[src/hdl/pdfc_pkg.sv]
// Package: shared types, constants and the CRC-32/MPEG-2 byte step for the deframer.
`timescale 1ns / 1ps

package pdfc_pkg;

	localparam int CFG_DATA_W = 17;
	localparam int CFG_IDX_W = 1;
	localparam int MAX_LEN_W = 17;
	localparam int MIN_LEN_W = 8;

	localparam logic [CFG_IDX_W-1:0] REG_MAX_LENGTH = 1'b0;
	localparam logic [CFG_IDX_W-1:0] REG_MIN_LENGTH = 1'b1;

	// 64 KiB plus the section header and CRC overhead
	localparam logic [MAX_LEN_W-1:0] MAX_LENGTH_RESET = 17'd65541;
	localparam logic [MIN_LEN_W-1:0] MIN_LENGTH_RESET = 8'd11;

	localparam logic [31:0] CRC_INIT = 32'hffff_ffff;
	localparam logic [31:0] CRC_POLY = 32'h04c1_1db7;

	// result queue depth and pointer width
	localparam int RES_DEPTH = 4;
	localparam int RES_PTR_W = 2;

	typedef enum logic [2:0] {
		ST_OK       = 3'd0,
		ST_SHORT    = 3'd1,
		ST_CRC      = 3'd2,
		ST_OVERSIZE = 3'd3,
		ST_DISC     = 3'd4
	} status_t;

	typedef struct packed {
		status_t status;
		logic    unterminated;
		logic    in_sync;
	} verdict_t;

	// one data byte through the MSB-first CRC register
	function automatic logic [31:0] crc_byte(input logic [31:0] crc, input logic [7:0] b);
		logic [31:0] r;
		r = crc ^ {b, 24'h0};
		for (int i = 0; i < 8; i++) begin
			r = r[31] ? ((r << 1) ^ CRC_POLY) : (r << 1);
		end
		return r;
	endfunction

endpackage

[src/hdl/pdfc_if.sv]
// Interfaces: byte input channel and verdict output channel.
`timescale 1ns / 1ps

interface pdfc_in_if;
	logic       valid;
	logic       ready;
	logic [7:0] data_byte;
	logic       chunk_start;
	logic       packet_end;
	logic       discontinuity;

	modport source (output valid, data_byte, chunk_start, packet_end, discontinuity,
		input ready);
	modport sink (input valid, data_byte, chunk_start, packet_end, discontinuity,
		output ready);
endinterface

interface pdfc_out_if #(parameter int LENGTH_BITS = 17);
	logic                   valid;
	logic                   ready;
	logic [2:0]             status;
	logic [LENGTH_BITS-1:0] field_length;
	logic                   unterminated;
	logic                   in_sync;

	modport source (output valid, status, field_length, unterminated, in_sync,
		input ready);
	modport sink (input valid, status, field_length, unterminated, in_sync,
		output ready);
endinterface

[src/hdl/pdfc_core.sv]
// Packet state, running CRC and verdict logic; up to two verdicts per byte.
`timescale 1ns / 1ps

module pdfc_core #(
	parameter int LENGTH_BITS = 17
) (
	input  logic                              clk,
	input  logic                              arst_n,
	input  logic                              fire,
	input  logic [7:0]                        data_byte,
	input  logic                              chunk_start,
	input  logic                              packet_end,
	input  logic                              discontinuity,
	input  logic [pdfc_pkg::MAX_LEN_W-1:0]    max_length,
	input  logic [pdfc_pkg::MIN_LEN_W-1:0]    min_length,
	output logic                              push0,
	output logic                              push1,
	output pdfc_pkg::verdict_t                verdict0,
	output pdfc_pkg::verdict_t                verdict1,
	output logic [LENGTH_BITS-1:0]            len0,
	output logic [LENGTH_BITS-1:0]            len1
);

	localparam int CW = ((LENGTH_BITS > pdfc_pkg::MAX_LEN_W) ?
		LENGTH_BITS : pdfc_pkg::MAX_LEN_W) + 1;

	logic                   open_q;
	logic [LENGTH_BITS-1:0] count_q;
	logic [31:0]            crc_q;
	logic                   sync_q;

	logic                   o;
	logic [LENGTH_BITS-1:0] c;
	logic [31:0]            k;
	logic                   s;
	logic                   done;
	logic [CW-1:0]          limit;
	logic [CW-1:0]          next_cnt;
	pdfc_pkg::verdict_t     jv;

	function automatic pdfc_pkg::verdict_t judge(input logic [LENGTH_BITS-1:0] cnt,
		input logic [31:0] crc, input logic [pdfc_pkg::MIN_LEN_W-1:0] min_len,
		input logic unterm);
		pdfc_pkg::verdict_t v;
		v.unterminated = unterm;
		if (CW'(cnt) < CW'(min_len)) begin
			v.status = pdfc_pkg::ST_SHORT;
			v.in_sync = 1'b0;
		end else if (crc != 32'h0) begin
			v.status = pdfc_pkg::ST_CRC;
			v.in_sync = 1'b0;
		end else begin
			v.status = pdfc_pkg::ST_OK;
			v.in_sync = 1'b1;
		end
		return v;
	endfunction

	// cap the length limit at what the counter can hold
	always_comb begin
		if (CW'(max_length) > CW'({LENGTH_BITS{1'b1}})) begin
			limit = CW'({LENGTH_BITS{1'b1}});
		end else begin
			limit = CW'(max_length);
		end
	end

	always_comb begin
		o = open_q;
		c = count_q;
		k = crc_q;
		s = sync_q;
		done = 1'b0;
		push0 = 1'b0;
		push1 = 1'b0;
		verdict0 = '0;
		verdict1 = '0;
		len0 = '0;
		len1 = '0;
		jv = '0;
		next_cnt = CW'(count_q) + CW'(1);

		// drop the open packet on a discontinuity
		if (discontinuity && o) begin
			s = 1'b0;
			push0 = 1'b1;
			verdict0.status = pdfc_pkg::ST_DISC;
			verdict0.unterminated = 1'b0;
			verdict0.in_sync = 1'b0;
			len0 = c;
			o = 1'b0;
			c = '0;
			k = pdfc_pkg::CRC_INIT;
		end

		if (chunk_start) begin
			if (o) begin
				jv = judge(c, k, min_length, 1'b1);
				s = jv.in_sync;
				push0 = 1'b1;
				verdict0 = jv;
				len0 = c;
			end
			o = 1'b1;
			k = pdfc_pkg::crc_byte(pdfc_pkg::CRC_INIT, data_byte);
			c = LENGTH_BITS'(1);
		end else if (o) begin
			if (next_cnt > limit) begin
				s = 1'b0;
				push0 = 1'b1;
				verdict0.status = pdfc_pkg::ST_OVERSIZE;
				verdict0.unterminated = 1'b0;
				verdict0.in_sync = 1'b0;
				len0 = c;
				o = 1'b0;
				c = '0;
				k = pdfc_pkg::CRC_INIT;
				done = 1'b1;
			end else begin
				k = pdfc_pkg::crc_byte(k, data_byte);
				c = next_cnt[LENGTH_BITS-1:0];
			end
		end else begin
			done = 1'b1;
		end

		// close on an end mark; goes behind any earlier verdict of this byte
		if (!done && packet_end) begin
			jv = judge(c, k, min_length, 1'b0);
			s = jv.in_sync;
			if (push0) begin
				push1 = 1'b1;
				verdict1 = jv;
				len1 = c;
			end else begin
				push0 = 1'b1;
				verdict0 = jv;
				len0 = c;
			end
			o = 1'b0;
			c = '0;
			k = pdfc_pkg::CRC_INIT;
		end

		if (!fire) begin
			push0 = 1'b0;
			push1 = 1'b0;
		end
	end

	always_ff @(posedge clk or negedge arst_n) begin
		if (!arst_n) begin
			open_q <= 1'b0;
			count_q <= '0;
			crc_q <= pdfc_pkg::CRC_INIT;
			sync_q <= 1'b0;
		end else if (fire) begin
			open_q <= o;
			count_q <= c;
			crc_q <= k;
			sync_q <= s;
		end
	end

endmodule

[src/hdl/pdfc_result_fifo.sv]
// Small result queue: up to two writes and one read per cycle.
`timescale 1ns / 1ps

module pdfc_result_fifo #(
	parameter int WIDTH = 22
) (
	input  logic             clk,
	input  logic             arst_n,
	input  logic             push0,
	input  logic             push1,
	input  logic [WIDTH-1:0] wdata0,
	input  logic [WIDTH-1:0] wdata1,
	output logic             space2,
	output logic             rvalid,
	input  logic             rready,
	output logic [WIDTH-1:0] rdata
);

	localparam int CNT_W = pdfc_pkg::RES_PTR_W + 1;

	logic [WIDTH-1:0]                 mem_q [pdfc_pkg::RES_DEPTH];
	logic [pdfc_pkg::RES_PTR_W-1:0]   wptr_q;
	logic [pdfc_pkg::RES_PTR_W-1:0]   rptr_q;
	logic [CNT_W-1:0]                 cnt_q;
	logic                             pop;
	logic [pdfc_pkg::RES_PTR_W-1:0]   wptr1;
	logic [CNT_W-1:0]                 n_push;

	assign pop = rvalid && rready;
	assign rvalid = (cnt_q != '0);
	assign rdata = mem_q[rptr_q];
	assign space2 = (cnt_q <= CNT_W'(pdfc_pkg::RES_DEPTH - 2));
	assign wptr1 = wptr_q + pdfc_pkg::RES_PTR_W'(1);
	assign n_push = CNT_W'(push0) + CNT_W'(push1);

	always_ff @(posedge clk) begin
		if (push0) begin
			mem_q[wptr_q] <= wdata0;
		end
		if (push1) begin
			mem_q[wptr1] <= wdata1;
		end
	end

	always_ff @(posedge clk or negedge arst_n) begin
		if (!arst_n) begin
			wptr_q <= '0;
			rptr_q <= '0;
			cnt_q <= '0;
		end else begin
			wptr_q <= wptr_q + n_push[pdfc_pkg::RES_PTR_W-1:0];
			if (pop) begin
				rptr_q <= rptr_q + pdfc_pkg::RES_PTR_W'(1);
			end
			cnt_q <= cnt_q + n_push - CNT_W'(pop);
		end
	end

endmodule

[src/hdl/pes_data_field_crc_deframer.sv]
// Top level: configuration registers, packet checker core and verdict queue.
`timescale 1ns / 1ps

// Checks a packet data field delivered one byte per transfer, with chunk start,
// packet end and discontinuity marks, against its trailing CRC-32/MPEG-2 (MSB
// first, init all ones, good when the register ends at zero over field plus
// CRC). Each closed packet gives one verdict: ok, too short, CRC error,
// oversize or discontinuity drop, with its byte count, an unterminated flag
// (closed by a new start rather than an end mark) and the sync flag after the
// verdict. One byte may close two packets and so give two verdicts. Bytes are
// taken at one per cycle: the byte's CRC step, count and judgement are done in
// the cycle of the transfer and the verdicts go into a four-entry queue that
// drives the output. The input holds off only while that queue has fewer than
// two free entries, as when the output side stalls or bytes keep closing two
// packets; verdicts leave the queue in order. Write max_length and
// min_length only while the block is idle; max_length is capped at the largest
// count that LENGTH_BITS can hold.
module pes_data_field_crc_deframer #(
	parameter int LENGTH_BITS = 17
) (
	input  logic                                clk,
	input  logic                                arst_n,
	input  logic                                cfg_we,
	input  logic [pdfc_pkg::CFG_IDX_W-1:0]      cfg_index,
	input  logic [pdfc_pkg::CFG_DATA_W-1:0]     cfg_data,
	pdfc_in_if.sink                             items,
	pdfc_out_if.source                          verdicts
);

	localparam int VW = $bits(pdfc_pkg::verdict_t);
	localparam int FW = VW + LENGTH_BITS;

	logic [pdfc_pkg::MAX_LEN_W-1:0] max_length_q;
	logic [pdfc_pkg::MIN_LEN_W-1:0] min_length_q;
	logic                           fire;
	logic                           push0;
	logic                           push1;
	pdfc_pkg::verdict_t             verdict0;
	pdfc_pkg::verdict_t             verdict1;
	pdfc_pkg::verdict_t             head;
	logic [LENGTH_BITS-1:0]         len0;
	logic [LENGTH_BITS-1:0]         len1;
	logic [FW-1:0]                  rdata;
	logic                           space2;

	// configuration registers
	always_ff @(posedge clk or negedge arst_n) begin
		if (!arst_n) begin
			max_length_q <= pdfc_pkg::MAX_LENGTH_RESET;
			min_length_q <= pdfc_pkg::MIN_LENGTH_RESET;
		end else if (cfg_we) begin
			unique case (cfg_index)
				pdfc_pkg::REG_MAX_LENGTH: max_length_q <= cfg_data[pdfc_pkg::MAX_LEN_W-1:0];
				pdfc_pkg::REG_MIN_LENGTH: min_length_q <= cfg_data[pdfc_pkg::MIN_LEN_W-1:0];
			endcase
		end
	end

	// take a byte whenever two result slots are free
	assign items.ready = space2;
	assign fire = items.valid && space2;

	pdfc_core #(
		.LENGTH_BITS (LENGTH_BITS)
	) u_core (
		.clk           (clk),
		.arst_n        (arst_n),
		.fire          (fire),
		.data_byte     (items.data_byte),
		.chunk_start   (items.chunk_start),
		.packet_end    (items.packet_end),
		.discontinuity (items.discontinuity),
		.max_length    (max_length_q),
		.min_length    (min_length_q),
		.push0         (push0),
		.push1         (push1),
		.verdict0      (verdict0),
		.verdict1      (verdict1),
		.len0          (len0),
		.len1          (len1)
	);

	pdfc_result_fifo #(
		.WIDTH (FW)
	) u_fifo (
		.clk    (clk),
		.arst_n (arst_n),
		.push0  (push0),
		.push1  (push1),
		.wdata0 ({verdict0, len0}),
		.wdata1 ({verdict1, len1}),
		.space2 (space2),
		.rvalid (verdicts.valid),
		.rready (verdicts.ready),
		.rdata  (rdata)
	);

	// unpack the queue head onto the verdict channel
	assign head = pdfc_pkg::verdict_t'(rdata[FW-1:LENGTH_BITS]);
	assign verdicts.status = head.status;
	assign verdicts.unterminated = head.unterminated;
	assign verdicts.in_sync = head.in_sync;
	assign verdicts.field_length = rdata[LENGTH_BITS-1:0];

endmodule

[src/flat_wrapper.sv]
// flat-port wrapper written by rule: the top's interface ports become plain ports
module pes_data_field_crc_deframer_flat 
#(
	parameter int LENGTH_BITS = 17
)
  (clk, arst_n, cfg_we, cfg_index, cfg_data, items_valid, items_data_byte, items_chunk_start, items_packet_end, items_discontinuity, items_ready, verdicts_valid, verdicts_status, verdicts_field_length, verdicts_unterminated, verdicts_in_sync, verdicts_ready);
  pdfc_in_if items_i ();
  pdfc_out_if #(.LENGTH_BITS(LENGTH_BITS)) verdicts_i ();
  input  logic clk;
  input  logic arst_n;
  input  logic cfg_we;
  input  logic [pdfc_pkg::CFG_IDX_W-1:0] cfg_index;
  input  logic [pdfc_pkg::CFG_DATA_W-1:0] cfg_data;
  input wire logic [$bits(items_i.valid)-1:0] items_valid;
  input wire logic [$bits(items_i.data_byte)-1:0] items_data_byte;
  input wire logic [$bits(items_i.chunk_start)-1:0] items_chunk_start;
  input wire logic [$bits(items_i.packet_end)-1:0] items_packet_end;
  input wire logic [$bits(items_i.discontinuity)-1:0] items_discontinuity;
  output wire logic [$bits(items_i.ready)-1:0] items_ready;
  output wire logic [$bits(verdicts_i.valid)-1:0] verdicts_valid;
  output wire logic [$bits(verdicts_i.status)-1:0] verdicts_status;
  output wire logic [$bits(verdicts_i.field_length)-1:0] verdicts_field_length;
  output wire logic [$bits(verdicts_i.unterminated)-1:0] verdicts_unterminated;
  output wire logic [$bits(verdicts_i.in_sync)-1:0] verdicts_in_sync;
  input wire logic [$bits(verdicts_i.ready)-1:0] verdicts_ready;
  assign items_i.valid = items_valid;
  assign items_i.data_byte = items_data_byte;
  assign items_i.chunk_start = items_chunk_start;
  assign items_i.packet_end = items_packet_end;
  assign items_i.discontinuity = items_discontinuity;
  assign items_ready = items_i.ready;
  assign verdicts_valid = verdicts_i.valid;
  assign verdicts_status = verdicts_i.status;
  assign verdicts_field_length = verdicts_i.field_length;
  assign verdicts_unterminated = verdicts_i.unterminated;
  assign verdicts_in_sync = verdicts_i.in_sync;
  assign verdicts_i.ready = verdicts_ready;
  pes_data_field_crc_deframer #(.LENGTH_BITS(LENGTH_BITS)) u_core (.clk(clk), .arst_n(arst_n), .cfg_we(cfg_we), .cfg_index(cfg_index), .cfg_data(cfg_data), .items(items_i), .verdicts(verdicts_i));
endmodule
[config.mk]
export PLATFORM = sky130hd
export DESIGN_NAME = pes_data_field_crc_deframer_flat
export DESIGN_NICKNAME = d
export VERILOG_FILES = /design/src/hdl/pdfc_pkg.sv /design/src/hdl/pdfc_if.sv /design/src/hdl/pdfc_core.sv /design/src/hdl/pdfc_result_fifo.sv /design/src/hdl/pes_data_field_crc_deframer.sv /design/src/flat_wrapper.sv
export SDC_FILE = /design/constraint.sdc
export NUM_CORES = 1
export LEC_CHECK = 0
export BUFFER_PORTS_ARGS = -buffer_cell sky130_fd_sc_hd__buf_4
export CAP_MARGIN = 15
export CORE_ASPECT_RATIO = 1.2
export CORE_MARGIN = 10
export CORE_UTILIZATION = 55
export DETAILED_ROUTE_END_ITERATION = 8
export GPL_ROUTABILITY_DRIVEN = 0
export PLACE_DENSITY = 0.84
export SKIP_LAST_GASP = 1
export SLEW_MARGIN = 10
export SYNTH_ARGS = -nofsm -noshare
export SYNTH_HDL_FRONTEND = slang
export SYNTH_SLANG_ARGS = --single-unit
[constraint.sdc]
create_clock -name clk -period 7 [get_ports clk]
set_input_delay 1.4 -clock clk [delete_from_list [all_inputs] [get_ports clk]]
set_output_delay 1.4 -clock clk [all_outputs]
set_load 0.05 [all_outputs]
# Yosys cells after proc, flatten, opt, wreduce, memory -nomap -nowiden
# Memories as Yosys holds them, arrays and structs flattened.
# Cells that the tools add are included.
[word_totals]
regBits = 82
mem_bits_rw = 88
inputBits = 34
elab_cells = 123
mem_count = 1
[classes]
add_sub_neg = 7
magnitude_cmp = 4
mux = 74
bitwise_logic = 19
n_reduce_logical = 10
[memory_table]
columns = ["memory", "depth", "width", "rd", "rd_clocked_by_memory_dff", "wr", "line", "source"]
rows = [
  ["u_core.u_fifo.mem_q", 4, 22, 1, 0, 2, "pdfc_result_fifo.sv:21", "logic [WIDTH-1:0] mem_q [pdfc_pkg::RES_DEPTH];"],
]
[ops]
columns = ["op", "n"]
rows = [
  ["$mux 27", 16],
  ["$mux 17", 14],
  ["$not 14->14", 16],
  ["$mux 32", 5],
  ["$reduce_bool 32->1", 2],
  ["$mux 5", 9],
  ["$lt 17x8->1", 2],
  ["$not 32->32", 1],
  ["$xor 32x32->32", 1],
  ["$mux 1", 26],
  ["$add 17x1->18 const B", 1],
  ["$gt 18x17->1", 1],
  ["$mux 2", 3],
  ["$add 2x1->2 const B", 2],
  ["$logic_and 1x1->1", 4],
  ["$reduce_and 2->1", 2],
  ["$add 3x2->3", 1],
  ["$le 3x2->1 const B", 1],
  ["$mux 3", 1],
  ["$reduce_bool 3->1", 1],
  ["$sub 3x1->3", 1],
  ["$add 1x1->2", 1],
  ["$add 2x2->2", 1],
  ["$logic_not 1->1", 1],
  ["$not 1->1", 1],
]

# Logic depth before layout (Yosys ltp)
[logic_depth]
depth_word = 27
depth_mapped = 23
mapped_depth_nobuf = 22

# Hierarchy
# From an unflattened synthesis, not the netlist that was laid out.
[unflattened]
hier_cells = 1161
area_unflattened_um2 = 12192.9
[by_module_without_submodules]
columns = ["module", "instances", "cells_each", "area_each_um2", "seq_area_each_um2"]
rows = [
  ["pdfc_core", 1, 854, 6508.7, 1291.2],
  ["pdfc_result_fifo", 1, 252, 4685.7, 2817.7],
  ["pes_data_field_crc_deframer", 1, 55, 998.5, 633.1],
]

# Worst setup path after synthesis
# Ideal clock, no wire load.
[synth_path]
path_kind = "register to register"
startpoint = "register u_core.u_core.count_q[2]"
endpoint = "register u_core.u_fifo.cnt_q[2]"
setup_ns = 0.123
arrival_time_ns = 4.695
setup_slack_ns = 2.182
path_stages_with_launch = 24
path_buffers = 1
synth_period_minus_slack_ns = 4.818
path_cell_list = "dfrtp_1 clkbuf_1 and4_1 nand4_2 nor3_1 xor2_1 ha_1 and2_1 a221o_1 a31oi_1 o211ai_1 a21o_1 a21oi_1 nand3_1 inv_1 ha_1 inv_1 ha_1 inv_1 ha_1 inv_1 fa_1 xor2_1 xnor2_1"
[synth_via]
elab_chain_cells = 12
word_cells_on_any_way = 18
[synth_rtl]
columns = ["element", "line", "source"]
rows = [
  ["start: declaration", "pdfc_core.sv:28", "logic [LENGTH_BITS-1:0] count_q;"],
  ["start signal: assignment", "pdfc_core.sv:154", "count_q <= '0;"],
  ["start signal: assignment", "pdfc_core.sv:159", "count_q <= c;"],
  ["$add 17x1->18 (*)", "pdfc_core.sv:81", "next_cnt = CW'(count_q) + CW'(1);"],
  ["$gt 18x17->1 (*)", "pdfc_core.sv:108", "if (next_cnt > limit) begin"],
  ["$mux 1", "pdfc_core.sv:108", ""],
  ["$mux 1", "pdfc_core.sv:107", "end else if (o) begin"],
  ["$mux 1", "pdfc_core.sv:96", "if (chunk_start) begin"],
  ["$logic_not 1->1", "pdfc_core.sv:128", "if (!done && packet_end) begin"],
  ["$logic_and 1x1->1", "pdfc_core.sv:128", ""],
  ["$mux 1", "pdfc_core.sv:128", ""],
  ["$mux 1", "pdfc_core.sv:145", "if (!fire) begin"],
  ["$add 1x1->2 (*)", "pdfc_result_fifo.sv:34", "assign n_push = CNT_W'(push0) + CNT_W'(push1);"],
  ["$add 3x2->3 (*)", "pdfc_result_fifo.sv:55", "cnt_q <= cnt_q + n_push - CNT_W'(pop);"],
  ["$sub 3x1->3 (*)", "pdfc_result_fifo.sv:55", ""],
  ["end signal: assignment", "pdfc_result_fifo.sv:55", ""],
  ["end: declaration", "pdfc_result_fifo.sv:24", "logic [CNT_W-1:0] cnt_q;"],
]
# Every way passes the cells marked *; elsewhere a longest branch is shown, timed or not.
# A chain may end at the register's enable or synchronous reset.

# Worst setup path in the final report
[layout_path]
startpoint = "register u_core.u_core.count_q[0]"
endpoint = "register u_core.u_fifo.cnt_q[2]"
# The elaborated chain is that of the path after synthesis.

==> metrics.md <==
| Metric | Value |
|---|---|
| Run status | `complete, no violations` |
| Pin count of the biggest net entering global routing | `roughly 60` |
| Clock latency of the later-clocked register in the worst-skew pair | `about 0.46 ns` |
| WHS Path Cells | `2` |
| Critical path class | `flip-flop to flip-flop` |
| Antenna violations before repair | `0` |
| Final cell count without fillers | `between 1000 and 1500` |
| First-pass GRT wire length | `between 50 and 60 mm` |
| Fin nets | `around 1300` |
| Layout overhead on the synthesized area | `10.1%` |
| Mean cell area of the mapped netlist | `between 9 and 10 sq um` |
| Average vias per placed instance | `approximately 6.5` |
| Clock sink total | `between 150 and 200` |
| Final total negative setup slack | `0 ns` |
| Top area cells in the synthesized netlist | `edfxtp_1 (21%), dfrtp_1 (9.5%), dfstp_2 (8.7%)` |
| Maximum fanout along the worst path | `20` |
| Post-route standard cell area excluding fillers | `~13000 sq um` |
| Cell depth of the worst flop-to-flop path | `23` |
| Worst setup slack after placement | `~1.3 ns` |
| Top cells by count, synth | `nor2_1 (167), nand2_1 (109), xnor2_1 (85), edfxtp_1 (80)` |
| Minimum setup slack in the final design | `approximately 1.1 ns` |
| Warnings, synthesis | `0` |
| H-tree levels | `4` |
| Max Root-Sink Buffers | `2` |
| Final Hold Viols | `0` |
| Root Buffer | `clkbuf_16` |
| Worst flop-to-flop path endpoint | `u_core.u_fifo.cnt_q[2]$_DFF_PN0_` |
| Wire length per cell | `~22 um` |
| Clock input transition at the sequential cells of the worst setup and hold paths | `0.07 ns` |
| Cts bufs inserted | `17` |
| GRT Overall Usage | `a little under a quarter` |
| Count of fill cells added during filler insertion | `around 1600` |
| Wirelength, routed | `between 30 and 40 mm` |
| Final worst path period need | `~6 ns` |
| Dominant cell type by area after synthesis | `edfxtp_1` |
| Most used DFF post-synth | `edfxtp_1` |
| Residual overflow from global routing | `0` |
| Footprint of the multi-input gates | `6350 sq um` |
| Floorplan die height | `179 um` |
| Starting utilization of the core area | `56.3%` |
| DRC Markers | `0` |
| Count of maximum capacitance violations | `0` |
| Worst reg-to-reg setup slack | `about 1.1 ns` |
| Worst slew slack as a fraction of its limit | `between 20% and 30%` |
| Sequential area share after synthesis | `40.4%` |
| Fraction of layout instances using a drive strength above 1 | `~17%` |
| Number of post-CTS setup repair buffers | `0` |
| Worst endpoint required time | `about 7.4 ns` |
| Worst Tran Pin Value | `between 1 and 1.5 ns` |
| Vias in the first global route | `9717` |
| Number of violations reported at the end of detailed-routing iteration 0 | `~1400` |
| Die Area | `about 27000 sq um` |
| Number of port buffers | `between 50 and 60` |
| Endpoints failing setup | `0` |
| Number of library cell types mapped by synthesis | `79` |
| Total vias in the final route | `9684` |
| Hold_sp | `u_core.u_core.crc_q[23]$_DFFE_PN1P_` |
| Worst Clk Skew | `0.0144 ns` |
| Number of buffers inserted for hold repair after clock tree synthesis | `0` |
| Synth Net Count | `roughly 1300` |
| Number of instances in the placed design | `approximately 1500` |
| Worst Hold Endpoint | `u_core.u_core.crc_q[23]$_DFFE_PN1P_` |
| Async set or reset register ratio after synthesis | `around half` |
| Post-DRT Antenna Nets | `0` |
| Clock tree from TritonCTS | `yes` |
| Worst Hold Class | `flip-flop to flip-flop` |
| Placeable Area | `about 20000 sq um` |
| Cell count after synthesis | `1192` |
| Number of gates given a new drive strength after cts | `0` |
| Count of flip-flops with a built-in enable after synthesis | `80` |
| Leakage power summed over all cells | `between 5 and 6 nW` |
| Router iterations before antenna repair | `8` |
| Start of the worst register-to-register path | `u_core.u_core.count_q[0]$_DFFE_PN0P_` |
| Seq cells post-synth | `170` |
| VDD IR max | `0.325 mV` |
| Upper clock frequency limit | `0.169 GHz` |
| Arrival time of data at the critical path endpoint | `around 6.3 ns` |
| Antenna cells | `0` |
| Fraction of synthesized cell area taken by the top area cell type | `between 20% and 30%` |
| Critical Path Source Type | `flip-flop` |
| Horizontal die dimension | `152 um` |
| Detailed Place HPWL | `22.5 mm` |
| Total number of placement rows | `57` |
| Total standard cell area after synthesis | `11500 sq um` |
| Cell area power density | `about 450 nW/um^2` |
| Most common cell in the synthesized netlist | `nor2_1` |
| Number of pins exceeding their max-slew limit in the final report | `0` |
| Unrepaired setup endpoints after global routing | `false` |
| Instance area at placement | `between 10000 and 15000 sq um` |
| IO Count | `58` |
| Critical Path End Type | `flip-flop` |
| Worst hold margin | `between 0.4 and 0.5 ns` |
| Area taken by flip-flops and latches | `4660 sq um` |
| Fin crit share | `a little over four fifths` |
## registers in the layout, indices dropped and copies added, names as in the netlist
register / flops
u_core.u_core.count_q: 17
u_core.min_length_q: 8
u_core.u_core.open_q: 1
u_core.u_core.crc_q: 32
u_core.u_fifo.wptr_q: 2
u_core.u_fifo.cnt_q: 3
u_core.u_fifo.mem_q: 88
u_core.max_length_q: 17
u_core.u_fifo.rptr_q: 2
## critical path, stage by stage (launching register included)
cell,delay (ns)
dfrtp_1,0.53
ha_1,0.30
and2_1,0.22
nand3_1,0.11
xnor2_1,0.31
ha_1,0.31
nand4_1,0.11
a211oi_1,0.06
a2111oi_0,0.79
o2111ai_1,0.24
nand2_1,0.31
buf_4,0.33
nor2_2,0.20
o21ai_1,0.35
inv_1,0.09
ha_1,0.31
inv_1,0.04
ha_1,0.26
inv_1,0.06
ha_1,0.13
inv_1,0.05
fa_1,0.37
xor2_1,0.20
xnor2_1,0.14
## final cells by class
class | instances | area share, %
clock buffer | 17 | 3.35
inverter | 50 | 1.48
timing repair buffer | 73 | 4.32
sequential | 170 | 36.7
clock inverter | 15 | 1.48
multi-input combinational | 895 | 50.0
tap | 265 | 2.61
## power breakdown
group / internal (mW) / switching [mW] / leakage (nW) / total [mW]
logic: 1.32 / 1.83 / 3.05 / 3.15
clock network: 0.487 / 0.491 / 0.294 / 0.978
registers: 1.30 / 0.278 / 1.77 / 1.58
## logic make-up (layout without fill, tap and decap cells)
logic type,after synthesis,count (layout),share of synthesized area (%)
AOI/OAI and AO/OA,261,261,14.7
xor gates and xnor gates,149,149,14.4
adders and majority gates,38,38,4.19
buffers and inverters,127,155,4.61
DFF,170,170,40.4
muxes,32,32,5.26
and+or+nand+nor,415,415,16.4
## layer usage
layer | GRT usage (%) | vias to the layer above | part of all wire [%]
met3 | 5.13 | 183 | 10
met2 | 40.6 | 690 | 49
met1 | 27.5 | 4552 | 35
met4 | 13.0 | 0 | 5.3
met5 | 0 | - | 0
li1 | - | 4259 | -
## layout by cell type, fill, tap and decap left out, types with 42 or more instances in the layout
master / count
o21ai_0: 59
buf_4: 73
inv_1: 49
and2_1: 42
nand2_1: 109
edfxtp_1: 80
a21oi_1: 58
dfrtp_1: 44
xnor2_1: 85
nor2_1: 167
## worst max path at each step
stage | startpoint | endpoint | slack, ns
final | u_core.u_core.count_q[0]$_DFFE_PN0P_ | u_core.u_fifo.cnt_q[2]$_DFF_PN0_ | 1.07
after global routing | u_core.u_core.count_q[2]$_DFFE_PN0P_ | u_core.u_fifo.cnt_q[2]$_DFF_PN0_ | 0.66
after CTS | u_core.u_core.count_q[2]$_DFFE_PN0P_ | u_core.u_fifo.cnt_q[2]$_DFF_PN0_ | 1.22
after detailed placement | u_core.u_core.count_q[0]$_DFFE_PN0P_ | u_core.u_fifo.cnt_q[2]$_DFF_PN0_ | 1.32
after global placement | u_core.u_core.count_q[2]$_DFFE_PN0P_ | u_core.u_fifo.cnt_q[2]$_DFF_PN0_ | 1.53
after floorplan | u_core.u_core.count_q[2]$_DFFE_PN0P_ | u_core.u_fifo.cnt_q[2]$_DFF_PN0_ | 2.18
## metrics by stage
stage	total power [mW]	util [%]
finish	5.71	62.0
global route	5.98	62.0
CTS	5.63	62.0
detailed placement	4.64	59.0
global placement	4.57	59.0
floorplan	3.92	-
Power figures use the tool's default switching activity.
